<file path="src/rtl/skt_pkg.sv">
`timescale 1ns / 1ps
// ----------------------------------------------------------------------------
// skt_pkg
// Shared types, widths and codes for the sorted key table.
// ----------------------------------------------------------------------------
package skt_pkg;

    localparam int CAPACITY  = 32;
    localparam int KEY_CHARS = 8;

    localparam int KEY_W   = 64;
    localparam int GEN_W   = 8;
    localparam int SCORE_W = 24;
    localparam int NREF_W  = 32;
    localparam int CMD_W   = 2;
    localparam int ST_W    = 3;
    localparam int ENT_W   = 6;

    localparam int ADDR_W = $clog2(CAPACITY);
    localparam int CNT_W  = $clog2(CAPACITY + 1);

    localparam int S_TDATA_W = 128;
    localparam int M_TDATA_W = 136;

    localparam logic [KEY_W-1:0] KEY_MASK = {KEY_W{1'b1}} << (KEY_W - 8 * KEY_CHARS);

    localparam logic [CMD_W-1:0] CMD_INSERT = 2'd0;
    localparam logic [CMD_W-1:0] CMD_DELETE = 2'd1;
    localparam logic [CMD_W-1:0] CMD_LIST   = 2'd2;

    localparam logic [ST_W-1:0] ST_OK       = 3'd0;
    localparam logic [ST_W-1:0] ST_DUP      = 3'd1;
    localparam logic [ST_W-1:0] ST_NOTFOUND = 3'd2;
    localparam logic [ST_W-1:0] ST_EMPTY    = 3'd3;
    localparam logic [ST_W-1:0] ST_FULL     = 3'd4;

    typedef struct packed {
        logic [KEY_W-1:0]          key;
        logic [GEN_W-1:0]          gender;
        logic signed [SCORE_W-1:0] score;
        logic [NREF_W-1:0]         name_ref;
    } t_rec;

    typedef struct packed {
        logic              we;
        logic [ADDR_W-1:0] addr;
        t_rec              data;
    } t_mem_wr;

    typedef struct packed {
        logic              re;
        logic [ADDR_W-1:0] addr;
    } t_mem_rd;

    typedef struct packed {
        logic eq;
        logic lt;
    } t_cmp;

endpackage

</file>
<file path="src/rtl/skt_mem.sv">
`timescale 1ns / 1ps
// ----------------------------------------------------------------------------
// skt_mem
// Record store: one write port, one read port with registered read data.
// ----------------------------------------------------------------------------
module skt_mem (
    input  logic             i_clk,
    input  skt_pkg::t_mem_wr i_wr,
    input  skt_pkg::t_mem_rd i_rd,
    output skt_pkg::t_rec    o_rd_data
);
    import skt_pkg::*;

    t_rec r_mem [CAPACITY];
    t_rec r_rd_data;

    always_ff @(posedge i_clk) begin
        if (i_wr.we) begin
            r_mem[i_wr.addr] <= i_wr.data;
        end
        if (i_rd.re) begin
            r_rd_data <= r_mem[i_rd.addr];
        end
    end

    assign o_rd_data = r_rd_data;

endmodule

</file>
<file path="config.mk">
export PLATFORM = sky130hd
export DESIGN_NAME = skt_mem
export DESIGN_NICKNAME = d
export VERILOG_FILES = /design/src/rtl/skt_pkg.sv /design/src/rtl/skt_mem.sv
export SDC_FILE = /design/constraint.sdc
export NUM_CORES = 2
export LEC_CHECK = 0
export BUFFER_PORTS_ARGS = -buffer_cell sky130_fd_sc_hd__buf_2
export CORE_MARGIN = 3
export CORE_UTILIZATION = 51
export DETAILED_ROUTE_END_ITERATION = 16
export PLACE_DENSITY = 0.67
export SYNTH_ARGS = -nofsm -noshare
export SYNTH_HDL_FRONTEND = slang
export SYNTH_SLANG_ARGS = --single-unit
</file>
<file path="constraint.sdc">
create_clock -name i_clk -period 11.75 [get_ports i_clk]
set_input_delay 1.7625 -clock i_clk [delete_from_list [all_inputs] [get_ports i_clk]]
set_output_delay 1.7625 -clock i_clk [all_outputs]
set_load 0.05 [all_outputs]
</file>
## Word level (Yosys, flattened, before mapping)

Memory sizes are Yosys's and may differ from the RTL's. A register that Yosys moved wholly into a read port is not among the register bits.
Cells that the tools add are included.

| storage, ports and cells | value |
|---|---|
| register bits | 0 |
| output and inout bits | 128 |
| bits of input ports | 141 |
| memory bits (writable) | 4096 |
| memories kept | 1 |

Memories:

| memory | depth | bits a word | rd ports | clocked after memory_dff | wr ports | RTL line | RTL |
|---|---|---|---|---|---|---|---|
| r_mem | 32 | 128 | 1 | 1 | 1 | skt_mem.sv:14 | `t_rec r_mem [CAPACITY];` |

| operators by class | value |
|---|---|
| mux-type cells | 2 |

Operator list:

| cell | number |
|---|---|
| 1-bit 2-to-1 mux | 2 |

## Longest topological paths before layout

| depth | value |
|---|---|
| depth in word-level cells | 2 |
| depth in mapped cells | 9 |
| depth with buffers taken out | 4 |

## Least setup slack after synthesis

OpenSTA, ideal clock, no wires.

| path | value |
|---|---|
| kind | in2reg |
| start point | in i_wr[129] (netlist name) |
| end point | mem r_mem[12][0] (netlist name), enable pin |
| data required time | 11133 ps |
| path slack | 3389 ps |
| stages on the path | 3 |
| arrival time | 7744 ps |
| cell sequence | or3b_2 -> clkbuf_1 -> nor2_1 |

RTL lines:

| item | RTL line | RTL |
|---|---|---|
| start, declared | skt_mem.sv:8 | `input skt_pkg::t_mem_wr i_wr,` |
| end, declared | skt_mem.sv:14 |  |

No word-level cell before the write port.

==> impl_metrics.toml <==
[outcome]
status = "completed"

[timing]
tightest_slew_ns = 1.381
drv_slew = 0
rsz0062_at_grt = "no"
fmax_mhz = 208.6
finClkSkew_ns = 0.05986
final.setup.worst_slack_ns = 6.955
fin_crit_sh = 0.4081
max_slew_margin = 0.07965
setup_viol = 0
hold_violations = 0
setup_tns_ns = 0
min_period_ns = 4.795

[drt]
wl_per_cell_microns = 35.04
vias_per_cell = 6.547
post-route-drc-count = 0
num_vias = 74420
ant_nets = 0
wirelength_mm = 398.3
dr.pass1.iters = 6
drtIter0Drc = 9803

[critical_path]
endpoint_kind = "flop"
crit_fanout = 85
crit_type = "primary input to flop"
cp.arrival_ns = 5.47
startpoint_type = "primary input"
worstPathRequired_ns = 12.43

[synth]
synth_seq_cells = 4224
syn_area_per_cell_sq_um = 24.30
yosysMostFrequentCell = "edfxtp_1"
yosysTopAreaCell = "edfxtp_1"
ys_top_cells_by_area = "edfxtp_1 81%, mux4_2 14%, o22ai_1 1.8%, mux2i_1 0.87%, a22oi_1 0.49%"
async_flop_share = 0
ys_types = 27
synth_top_area_share = 0.8104
synth_flop_cell = "edfxtp_1"
ys_seq_area_frac = 0.8104
synth_commonest_cells = "4224 x edfxtp_1, 956 x mux4_2, 444 x o22ai_1"
synth_area_sq_um = 156500
postSynthCellCount = 6440
syn-num-nets = 6581
yosys_warnings = 0
synth-edff-count = 4224

[clock_network]
cts_resized = 0
cts_setup_buffers = 0
path_clk_slew_ns = 0.06
cts_root_buffer = "clkbuf_16"
h-tree-depth = 5
hold_buffers = 0
clk_latency_ns = 0.97
cts_tree = "done"
cts.sinks = 4224
cts_made_buffers = 416
clockBufferDepth = 4

[floorplanning]
core_area_sq_um = 304000
initial_core_util = 0.5148
rows = 202
die_x_microns = 560.0
die_h_microns = 560.0
dieArea_sq_um = 313600
ios = 269

[pwr]
power-per-cell-area_nw_per_um2 = 177.8
vdd_drop_max_mv = 0.1757
p_leak_nw = 54.69
p_total_w = 0.03137

[finish]
multiInputGateArea_sq_um = 28080
nets = 7072
drive_gt1_frac = 0.2758
fillCellCount = 21160
area_growth_pct = 12.73
seqCellArea_sq_um = 126800
final_cells = 11370
final_util = 0.5803

[placement]
io_buffers = 268
place_inst = 10590
dp_worst_setup_slack_ns = 5.923
routabilityCongestion = 0.7538
dpl.hpwl_mm = 188.8

[global_route]
antenna_found_initial = 54
grt_pass1_vias = 74790
grt_usage = 0.2524
overflow = 0
grt_pass1_wl_mm = 566.9
grt_max_degree = 132

[hold_path]
hp-class = "flop to flop"

[flow_run]
cap_viol_max_count = 0
## kinds of logic after synthesis
| logic type | Yosys count | share of synthesized area |
|---|---|---|
| AOI/OAI and AO/OA | 546 | 0.02264 |
| and+or+nand+nor | 226 | 0.008250 |
| muxes | 1092 | 0.1463 |
| buffers and inverters | 352 | 0.01245 |
| DFF | 4224 | 0.8104 |
## critical path, cell delays in order
cell	delay, ns
buf_12	0.46
buf_12	0.53
buf_4	0.75
buf_4	0.67
mux4_2	0.59
o22ai_1	0.20
nor4_1	0.09
## final cells by class
cell class,instances,area share
repair buffers,425,0.01710
multi-input cells,1864,0.1591
diodes,17,0.0002411
clock inverters,245,0.01419
clock buffers,513,0.06154
flip-flops and latches,4224,0.7189
well taps,4080,0.02893
## through the flow
stage	instance area (sq um)	hold slack (ns)
after floorplan	156500	0.7237
after global placement	163000	0.7457
after detailed placement	163000	0.7513
after CTS	176400	0.7652
after global routing	176400	0.8007
final	176400	0.7618
## flip-flops by register name, summed over array words and instances, names as in the netlist
register / count
r_mem: 4096
o_rd_data: 128
## metal layers
layer	GRT usage	vias to the layer above	part of all wire	wire length [microns]
met2	0.4096	4040	0.50	197600
li1	-	29130	-	-
met3	0.04184	642	0.090	35730
met5	0	-	0.00048	190
met1	0.3652	40580	0.39	155800
met4	0.05748	34	0.023	9018
## placed cells by master (no fill, tap or decap), drive strengths merged, types with 39 or more instances in the layout
cell type / Yosys / routed
mux4: 956 / 956
clkbuf: 117 / 513
bufinv: 0 / 39
nor4: 111 / 111
buf: 235 / 425
clkinv: 0 / 189
mux2i: 136 / 136
o22ai: 444 / 444
a22oi: 102 / 102
edfxtp: 4224 / 4224
## path summary, 6_finish.rpt
path	startpoint	end	slack, ns	cells past startpoint
setup / recovery	i_rd[0]	o_rd_data[103]	6.96	7
hold / removal	r_mem[26][8]	o_rd_data[8]	0.76	3
setup reg to reg	r_mem[24][5]	o_rd_data[5]	9.82	3
hold reg to reg	r_mem[26][8]	o_rd_data[8]	0.76	3
## power breakdown
group | internal (W) | switching (W)
logic | 0.000490 | 0.000953
clock network | 0.00744 | 0.00558
registers | 0.0168 | 0.0000840
Note: power is estimated with default switching activity, not from simulation.
