[config.mk]
export PLATFORM = sky130hd
export DESIGN_NAME = skt_cmp
export DESIGN_NICKNAME = d
export VERILOG_FILES = /design/src/rtl/skt_pkg.sv /design/src/rtl/skt_cmp.sv
export SDC_FILE = /design/constraint.sdc
export NUM_CORES = 1
export LEC_CHECK = 0
export ABC_CLOCK_PERIOD_IN_PS = 1500
export BUFFER_PORTS_ARGS = -buffer_cell sky130_fd_sc_hd__buf_4
export CAP_MARGIN = 20
export CORE_MARGIN = 4
export CORE_UTILIZATION = 38
export DETAILED_ROUTE_END_ITERATION = 8
export GPL_ROUTABILITY_DRIVEN = 0
export PLACE_DENSITY_LB_ADDON = 0.05
export RECOVER_POWER = 50
export SETUP_SLACK_MARGIN = 0.2
export SLEW_MARGIN = 25
export SYNTH_ARGS = -nofsm -noshare
export SYNTH_HDL_FRONTEND = slang
export SYNTH_SLANG_ARGS = --single-unit
[constraint.sdc]
create_clock -name vclk -period 1.5
set_input_delay 0.15 -clock vclk [all_inputs]
set_output_delay 0.15 -clock vclk [all_outputs]
set_load 0.03 [all_outputs]
[src/rtl/skt_pkg.sv]
`timescale 1ns / 1ps
// ----------------------------------------------------------------------------
// skt_pkg
// Shared types, widths and codes for the sorted key table.
// ----------------------------------------------------------------------------
package skt_pkg;

    localparam int CAPACITY  = 32;
    localparam int KEY_CHARS = 8;

    localparam int KEY_W   = 64;
    localparam int GEN_W   = 8;
    localparam int SCORE_W = 24;
    localparam int NREF_W  = 32;
    localparam int CMD_W   = 2;
    localparam int ST_W    = 3;
    localparam int ENT_W   = 6;

    localparam int ADDR_W = $clog2(CAPACITY);
    localparam int CNT_W  = $clog2(CAPACITY + 1);

    localparam int S_TDATA_W = 128;
    localparam int M_TDATA_W = 136;

    localparam logic [KEY_W-1:0] KEY_MASK = {KEY_W{1'b1}} << (KEY_W - 8 * KEY_CHARS);

    localparam logic [CMD_W-1:0] CMD_INSERT = 2'd0;
    localparam logic [CMD_W-1:0] CMD_DELETE = 2'd1;
    localparam logic [CMD_W-1:0] CMD_LIST   = 2'd2;

    localparam logic [ST_W-1:0] ST_OK       = 3'd0;
    localparam logic [ST_W-1:0] ST_DUP      = 3'd1;
    localparam logic [ST_W-1:0] ST_NOTFOUND = 3'd2;
    localparam logic [ST_W-1:0] ST_EMPTY    = 3'd3;
    localparam logic [ST_W-1:0] ST_FULL     = 3'd4;

    typedef struct packed {
        logic [KEY_W-1:0]          key;
        logic [GEN_W-1:0]          gender;
        logic signed [SCORE_W-1:0] score;
        logic [NREF_W-1:0]         name_ref;
    } t_rec;

    typedef struct packed {
        logic              we;
        logic [ADDR_W-1:0] addr;
        t_rec              data;
    } t_mem_wr;

    typedef struct packed {
        logic              re;
        logic [ADDR_W-1:0] addr;
    } t_mem_rd;

    typedef struct packed {
        logic eq;
        logic lt;
    } t_cmp;

endpackage

[src/rtl/skt_cmp.sv]
`timescale 1ns / 1ps
// ----------------------------------------------------------------------------
// skt_cmp
// Shared key comparator: stored key against search key, unsigned.
// ----------------------------------------------------------------------------
module skt_cmp (
    input  logic [skt_pkg::KEY_W-1:0] i_entry_key,
    input  logic [skt_pkg::KEY_W-1:0] i_search_key,
    output skt_pkg::t_cmp             o_cmp
);
    import skt_pkg::*;

    always_comb begin
        o_cmp.eq = (i_entry_key == i_search_key);
        o_cmp.lt = (i_entry_key < i_search_key);
    end

endmodule

==> Word-level counts from Yosys, hierarchy flattened <==
Index checks and enable logic that the tools add are counted.
{ "word_totals": {"in_bits": 128, "out_inout_bits": 2, "register_bits": 0, "word_cells": 2} }
{ "op_classes": {"order_cmp": 1, "eq_ne": 1} }
{ "op_table": {"columns": ["cell", "count"], "rows": [
  ["$eq A64 B64 Y1", 1],
  ["$lt A64 B64 Y1", 1]
]} }

==> Logic depth before layout (Yosys ltp) <==
Gate-level depths: netlist of the first run.
{ "logic_depth": {"word_depth": 1, "ltp_mapped": 7} }

==> Worst setup path after synthesis of the first run <==
No wires, ideal clock.
{ "synth_path": {"path_kind": "input-to-output", "startpoint": "in i_search_key[60] (netlist name)", "endpoint": "out o_cmp[0] (netlist name)", "t_arrival_ns": 1.773, "n_path_buf": 0, "path_slack_ns": -0.423, "cell_stages": 7, "cell_sequence": "inv_1 -> ha_1 -> and2_4 -> and4_1 -> and3_1 -> a2bb2oi_2 -> nor4_2"} }
{ "synth_lines": {"columns": ["item", "line", "source"], "rows": [
  ["start, declared", "skt_cmp.sv:8", "input logic [skt_pkg::KEY_W-1:0] i_search_key,"],
  ["end, declared", "skt_cmp.sv:9", "output skt_pkg::t_cmp o_cmp"]
]} }

==> reports/results.txt, run 1 <==
post-synthesis cell count - 233
Avg Cell Area, Syn - 7.25 um2
crit path time final - 1.88 ns
register area share after synthesis - 0%
crit path max fanout - 2
Post-Synth Simple-Gate Area - 18.9%
Core Region - 4140 um2
Buffers on Ports - 130
Fmax achieved - 531 MHz
post-route worst setup slack - -0.384 ns
relative slew slack - 81.8%
final WL - 6.45 mm
WS Path Type - in -> out
cell with the most instances after synthesis - inv_1
multiplexer share of the synthesized area - 0%
Pwr Density - 276 nW/um2
fillcell total - 257
Worst EP required - 1.35 ns
number of clock buffers in the layout - 0
register area - 0 um2
final core utilization - 82.8%
Slew Viols, Final - 0
Multi-input gate area - 1940 um2
global route overflow - 0
Hold Violations, Final - 0
first-pass GRT wire length - 9.24 mm
CP Capture Type - primary output
Min Hold Slack - 0.922 ns
CP arrival - 1.73 ns
max_cap viols - 0
Yosys top cell area share - 47.4%
leakage power - 1.79 nW
yosys warns - 0
vias per inst - 5.15
1st-pass router iterations - 4
maximum vdd drop - 0.169 mV
nets - 574
violated checks - negative setup slack
main combinational cell family by area after synthesis - adder cells
status - complete, but fails checks
compound-gate portion of the synthesized area - 19.0%
largest net degree at the start of global routing - 5
startpoint types - input pin
diode count - 0
area delta synth->final - 103%
Post-Syn Area - 1690 um2
die height - 74.7 um
Synth Net Count - 425
Die Area - 5580 um2
antenna violations before repair - 0
Synth Area in XOR/XNOR - 0%
Hold WC Path Type - in -> out
Cell Rows - 23
Synth Area in Adders - 47.4%
sequential cells - 0
Hold Startpoint - i_entry_key[55]
vias in the first global route - 2,317
period utilisation layout - 126%
ranking of synthesized cells by area - ha_1 47%, inv_1 15%, a21oi_1 6.8%
Die X - 74.7 um
hold path depth - 6
I/O Pins - 130
Netlist cell types - 33
vias - 2,216
layout cells sized above 1 - 57.4%
Iter 0 DRT Violations - 13
All-Layer GR Usage - 20.6%
final setup fails - 2
Initial Utilization - 40.8%
routed wire length per instance - 15.0 um
top post-synthesis cells by count - 66 x inv_1, 64 x ha_1, 23 x a21oi_1
HPWL after DPL - 4.86 mm
Synth area leader - ha_1
Worst Hold Endpoint - o_cmp[0]
Slew @ Worst Pin - 0.272 ns
ANT nets after route - 0
DRC - 0
RSZ-0062 raised after global routing - true
-- area by class of cell --
type                            instances  area share (%)
Multi-Input combinational cell        167            56.5
Timing Repair Buffer                  147            33.5
Tap cell                               50            1.82
Inverter                               66            8.24
-- kinds of logic (layout without fill, tap and decap cells) --
group                      count (synthesis)  in the layout
and+or+nand+nor                           54             54
adders and majority gates                 64             64
buffers and inverters                     66            213
AOI/OAI and AO/OA                         49             49
-- metal layers --
metal	track usage, %	up-vias	routed length, um
met5	0	-	0
met4	5.14	0	165
met3	2.40	18	484
met2	45.1	80	3670
met1	19.6	1001	2130
li1	-	1117	-
-- worst max-delay path by stage --
stage          cells past startpoint  slack [ns]        startpoint        to
3_3_place_gp                       9       -0.38  i_search_key[42]  o_cmp[0]
4_1_cts                           10       -0.33  i_search_key[39]  o_cmp[0]
2_1_floorplan                      7       -0.16  i_search_key[42]  o_cmp[0]
5_1_grt                           10       -0.46  i_search_key[27]  o_cmp[0]
3_5_place_dp                       9       -0.41  i_search_key[42]  o_cmp[0]
6_report                          10       -0.38  i_search_key[27]  o_cmp[0]
-- worst max-delay path: stages --
cell and delay, ns:
buf_4 0.08, inv_1 0.06, ha_4 0.28, nand4_2 0.13, buf_4 0.17, nor4_4 0.26, nand4_1 0.17, a31oi_2 0.24
nor4_4 0.05, buf_6 0.14
-- through the flow --
| step | power (mW) | cell area, um2 | TNS [ns] | worst slack, ns | std cells |
|---|---|---|---|---|---|
| detailed placement | 0.799 | 3090 | -0.706 | -0.411 | 427 |
| global route | 1.04 | 3430 | -0.868 | -0.457 | 430 |
| global placement | 0.772 | 3090 | -0.660 | -0.382 | 427 |
| CTS | 0.901 | 3400 | -0.605 | -0.332 | 430 |
| finish | 0.947 | 3430 | -0.726 | -0.384 | 430 |
| floorplan | 0.390 | 1950 | -0.249 | -0.163 | 233 |
-- cell usage in the layout, fill, tap and decap left out, drive strengths merged --
| cell | synthesis | routed |
|---|---|---|
| nand4 | 16 | 16 |
| a221oi | 3 | 3 |
| nand2 | 15 | 15 |
| a2bb2oi | 2 | 2 |
| o211ai | 1 | 1 |
| nor4 | 3 | 3 |
| nand2b | 1 | 1 |
| a22oi | 1 | 1 |
| nor2b | 1 | 1 |
| and2 | 1 | 1 |
| nor3 | 4 | 4 |
| a2111oi | 1 | 1 |
| a21o | 2 | 2 |
| nand3 | 5 | 5 |
| buf | 0 | 147 |
| and4 | 1 | 1 |
| o21ai | 9 | 9 |
| or4 | 1 | 1 |
| a211oi | 1 | 1 |
| ha | 64 | 64 |
| o21a | 1 | 1 |
| inv | 66 | 66 |
| and3 | 1 | 1 |
| a2111o | 1 | 1 |
| a21oi | 24 | 24 |
| o22ai | 1 | 1 |
| a31oi | 2 | 2 |
| nor2 | 5 | 5 |
-- power breakdown --
group          total (mW)  leakage (nW)  internal (mW)  switching (mW)
Combinational       0.947          1.79          0.551           0.396
Sequential              0             0              0               0
Clock                   0             0              0               0
-- what timing repair did --
action,4_1_cts,5_1_grt
buffers inserted,3,0
setup endpoints to repair,2,2
gates resized for setup,40,9
hold buffers,0,0
pin swaps,22,10
Note: power is estimated with default switching activity, not from simulation.
==> run 2: changes to the inputs <==
==> constraint.sdc (replaced) <==
create_clock -name vclk -period 1.5
set_input_delay 0.15 -clock vclk [all_inputs]
set_output_delay 0.15 -clock vclk [all_outputs]
set_load 0.01 [all_outputs]
==> run 2 against run 1 <==
Net effect: the run still ends with negative setup slack left; hold slack worse by 0.026 ns; power down 6.4%; critical path depth down 1; setup slack better by 0.031 ns; wire length down 11%.
==> reports/results.txt, run 2 (synthesis results as in run 1) <==
RSZ-0062 raised after global routing - true (unchanged)
max_cap viols - 0 (unchanged)
WS Path Type - in -> out (unchanged)
global route overflow - 0 (unchanged)
die height - 74.7 um (unchanged)
first-pass GRT wire length - 8.55 mm (was 9.24 mm)
CP arrival - 1.70 ns (was 1.73 ns)
Die Area - 5580 um2 (unchanged)
startpoint types - input pin (unchanged)
I/O Pins - 130 (unchanged)
sequential cells - 0 (unchanged)
setup TNS - -0.662 ns (was -0.726 ns)
number of clock buffers in the layout - 0 (unchanged)
leakage power - 1.79 nW (about the same)
Initial Utilization - 40.8% (unchanged)
relative slew slack - 81.2% (was 81.8%)
crit-path cells - buf_4 > inv_1 > ha_4 > nand4_2 > nor4_2 > nand4_1 > a31oi_2 > nor4_2 > buf_4 (was buf_4 > inv_1 > ha_4 > nand4_2 > buf_4 > nor4_4 > nand4_1 > a31oi_2 > nor4_4 > buf_6)
final WL - 5.72 mm (was 6.45 mm)
diode count - 0 (unchanged)
register area - 0 um2 (unchanged)
final setup fails - 2 (unchanged)
Slew Viols, Final - 0 (unchanged)
CP Capture Type - primary output (unchanged)
vias per inst - 5.01 (was 5.15)
vias - 2,169 (was 2,216)
Core Region - 4140 um2 (unchanged)
final core utilization - 82.0% (was 82.8%)
Iter 0 DRT Violations - 40 (was 13)
maximum vdd drop - 0.152 mV (was 0.169 mV)
largest net degree at the start of global routing - 5 (unchanged)
Pwr Density - 261 nW/um2 (was 276 nW/um2)
routed wire length per instance - 13.2 um (was 15.0 um)
Hold Violations, Final - 0 (unchanged)
layout cells sized above 1 - 55.6% (was 57.4%)
Buffers on Ports - 130 (unchanged)
DRC - 0 (unchanged)
Hold WC Path Type - in -> out (unchanged)
status - complete, but fails checks (unchanged)
HPWL after DPL - 5.03 mm (was 4.86 mm)
area delta synth->final - 101% (was 103%)
crit path max fanout - 2 (unchanged)
Cell Rows - 23 (unchanged)
antenna violations before repair - 0 (unchanged)
Final Power - 886 uW (was 947 uW)
Worst EP required - 1.35 ns (about the same)
commonest non-fill, non-tap cell in the layout - buf_4 (unchanged)
ANT nets after route - 0 (unchanged)
slowest CP cell - nor4_2 (was ha_4)
crit path time final - 1.85 ns (was 1.88 ns)
violated checks - negative setup slack (unchanged)
period utilisation layout - 123% (was 126%)
most frequent cells in the layout - 135 x buf_4, 47 x inv_1, 36 x ha_1 (was 135 x buf_4, 51 x inv_1, 34 x ha_1)
Slew @ Worst Pin - 0.280 ns (was 0.272 ns)
Fmax achieved - 540 MHz (was 531 MHz)
nets - 577 (was 574)
post-route worst setup slack - -0.352 ns (was -0.384 ns)
slowest stage delay, CP - 0.36 ns (was 0.28 ns)
1st-pass router iterations - 4 (unchanged)
All-Layer GR Usage - 18.6% (was 20.6%)
vias in the first global route - 2,144 (was 2,317)
Die X - 74.7 um (unchanged)
==> run 2: stage by stage <==
stage               area (um2)  hold WS, ns  cells  setup WS (ns)
finish                    3400        0.896    433         -0.352
global route              3400        0.939    433         -0.459
CTS                       3340        0.915    432         -0.361
detailed placement        3190        0.937    430         -0.450
global placement          3190        0.929    430         -0.448
floorplan                 2030        0.649    233        0.00726
==> run 2: area by class of cell <==
type                       instances  area [um2]
fill                             287         747
tap                               50        62.6
inverter                          66         303
timing repair buffer             150        1190
multi-input combinational        167        1840
==> run 2: metal layers <==
| metal | track usage (%) | vias to the layer above | share of wire, % | wire length, um |
|---|---|---|---|---|
| li1 | - | 1122 | - | - |
| met1 | 20.1 | 957 | 34 | 1960 |
| met2 | 38.0 | 88 | 53 | 3020 |
| met3 | 4.41 | 2 | 13 | 718 |
| met4 | 0.791 | 0 | 0.37 | 21 |
| met5 | 0 | - | 0 | 0 |
==> run 2: path summary, 6_finish.rpt <==
kind | startpoint | to | cells after the start
worst max-delay path | i_search_key[30] | o_cmp[0] | 9
worst min-delay path | i_entry_key[31] | o_cmp[0] | 6
==> run 2: power breakdown <==
group / internal (mW) / switching [mW] / total [mW] / leakage, nW
combinational: 0.531 / 0.356 / 0.886 / 1.79
sequential: 0 / 0 / 0 / 0
clock: 0 / 0 / 0 / 0
total: 0.531 / 0.356 / 0.886 / 1.79
==> run 2: critical path, delay by kind of cell <==
family	cells	cell delay [ns]
AO/OA/AOI/OAI	1	0.23
buffers and inverters	3	0.27
adder cells (fa/ha/maj)	1	0.27
AND/OR/NAND/NOR	4	0.78
==> run 2: repair_timing <==
item,in CTS,in global routing
buffers inserted,2,1
resized for setup,22,10
pin swaps,17,10
endpoints found under the setup margin,2,2
hold buffers,0,0
==> run 3: changes to the inputs <==
- PLACE_DENSITY: default -> 0.9
- PLACE_DENSITY_LB_ADDON: 0.05 -> default
==> run 3 against run 2 <==
Net effect: the flow still finishes with violations (negative setup slack); sequential cell count is the same; critical path depth unchanged; largest power group unchanged; largest cell class unchanged; wire length grew 1.5%; power fell by 1.2%.
==> reports/results.txt, run 3 (synthesis results as in run 1) <==
status - complete, but fails checks (unchanged)
violated checks - negative setup slack (unchanged)
CP arrival - 1.71 ns (was 1.70 ns)
crit-path cells - buf_4 > inv_4 > ha_4 > nand4_1 > nor4_4 > and3_1 > a2bb2oi_2 > nor4_2 > buf_4 (was buf_4 > inv_1 > ha_4 > nand4_2 > nor4_2 > nand4_1 > a31oi_2 > nor4_2 > buf_4)
WS Path Type - in -> out (unchanged)
Placed Cells incl. Taps - 422 (was 430)
dpl cell area - 3130 um2 (was 3190 um2)
number of clock buffers in the layout - 0 (unchanged)
slowest CP cell - nor4_4 (was nor4_2)
Pwr Density - 265 nW/um2 (was 261 nW/um2)
Fmax achieved - 538 MHz (was 540 MHz)
Initial Utilization - 40.8% (unchanged)
routed wire length per instance - 13.7 um (was 13.2 um)
antenna violations before repair - 0 (unchanged)
Min Hold Slack - 0.895 ns (was 0.896 ns)
vias - 2,169 (unchanged)
leakage power - 1.74 nW (was 1.79 nW)
Slew Viols, Final - 0 (unchanged)
layout cells sized above 1 - 54.7% (was 55.6%)
slowest stage delay, CP - 0.37 ns (was 0.36 ns)
vias in the first global route - 2,295 (was 2,144)
ANT nets after route - 0 (unchanged)
commonest non-fill, non-tap cell in the layout - buf_4 (unchanged)
RSZ-0062 raised after global routing - true (unchanged)
I/O Pins - 130 (unchanged)
hold buffer count at CTS - 0 (unchanged)
diode count - 0 (unchanged)
Non-Filler Instances - 425 (was 433)
fillcell total - 297 (was 287)
vias per inst - 5.10 (was 5.01)
HPWL after DPL - 5.20 mm (was 5.03 mm)
final setup fails - 2 (unchanged)
global route overflow - 0 (unchanged)
period utilisation layout - 124% (was 123%)
Final Power - 876 uW (was 886 uW)
Slew @ Worst Pin - 0.293 ns (was 0.280 ns)
area delta synth->final - 95.6% (was 101%)
crit-path leading delay family - simple AND/OR/NAND/NOR gates (unchanged)
maximum vdd drop - 0.155 mV (was 0.152 mV)
most frequent cells in the layout - 130 x buf_4, 47 x inv_1, 39 x ha_1 (was 135 x buf_4, 47 x inv_1, 36 x ha_1)
sequential cells - 0 (unchanged)
largest net degree at the start of global routing - 5 (unchanged)
Multi-input gate area - 1830 um2 (was 1840 um2)
crit path max fanout - 3 (was 2)
nets - 569 (was 577)
final WL - 5.81 mm (was 5.72 mm)
Buffers on Ports - 130 (unchanged)
Hold Violations, Final - 0 (unchanged)
Die X - 74.7 um (unchanged)
Cell Rows - 23 (unchanged)
Iter 0 DRT Violations - 23 (was 40)
relative slew slack - 80.3% (was 81.2%)
die height - 74.7 um (unchanged)
cell area after layout - 3300 um2 (was 3400 um2)
Core Region - 4140 um2 (unchanged)
max_cap viols - 0 (unchanged)
Critical path buffers and inverters - 3 (unchanged)
Worst EP required - 1.35 ns (about the same)
cell repeated most along the worst path - buf_4
CP Capture Type - primary output (unchanged)
crit path time final - 1.86 ns (was 1.85 ns)
All-Layer GR Usage - 19.2% (was 18.6%)
startpoint types - input pin (unchanged)
dpl ws - -0.433 ns (was -0.450 ns)
1st-pass router iterations - 6 (was 4)
first-pass GRT wire length - 8.71 mm (was 8.55 mm)
DRC - 0 (unchanged)
Die Area - 5580 um2 (unchanged)
register area - 0 um2 (unchanged)
Hold WC Path Type - in -> out (unchanged)
post-route worst setup slack - -0.358 ns (was -0.352 ns)
## run 3: cell types whose count changed in the layout (fill, tap and decap cells not counted), moves of 3 or more
cell / before / now
ha_4: 28 / 25
buf_4: 135 / 130
ha_1: 36 / 39
a21oi_2: 1 / 4
a21oi_1: 23 / 20
## run 3: timing repair
action,CTS,global route
endpoints found under the setup margin,2,2
pin swaps,20,4
gates resized for setup,24,4
hold endpoints to repair,0,0
buffers inserted,2,1
## run 3: final cells by class
class / instances / area share, %
inverters: 66 / 9.09
multi-input cells: 167 / 55.4
well taps: 50 / 1.89
repair buffers: 142 / 33.6
## run 3: final timing paths
kind                        startpoint        to  slack, ns  cells after the start
worst min-delay path   i_entry_key[15]  o_cmp[0]       0.90                      6
worst max-delay path  i_search_key[44]  o_cmp[0]      -0.36                      9
## run 3: per-layer routing
layer	part of all wire (%)	track usage [%]	up-vias
met5	0	0	-
met3	8.5	2.54	2
met4	0.24	1.58	0
met1	34	18.7	979
li1	-	-	1103
met2	57	42.5	85
## run 3: through the flow
stage,utilization (%),TNS (ns)
finish,79.7,-0.683
global route,79.7,-0.858
global placement,75.6,-0.794
CTS,79.1,-0.553
floorplan,-,0
detailed placement,75.6,-0.776
## run 3: power by group
part | total (mW) | internal (mW) | switching [mW]
logic | 0.876 | 0.512 | 0.364
clock network | 0 | 0 | 0
registers | 0 | 0 | 0
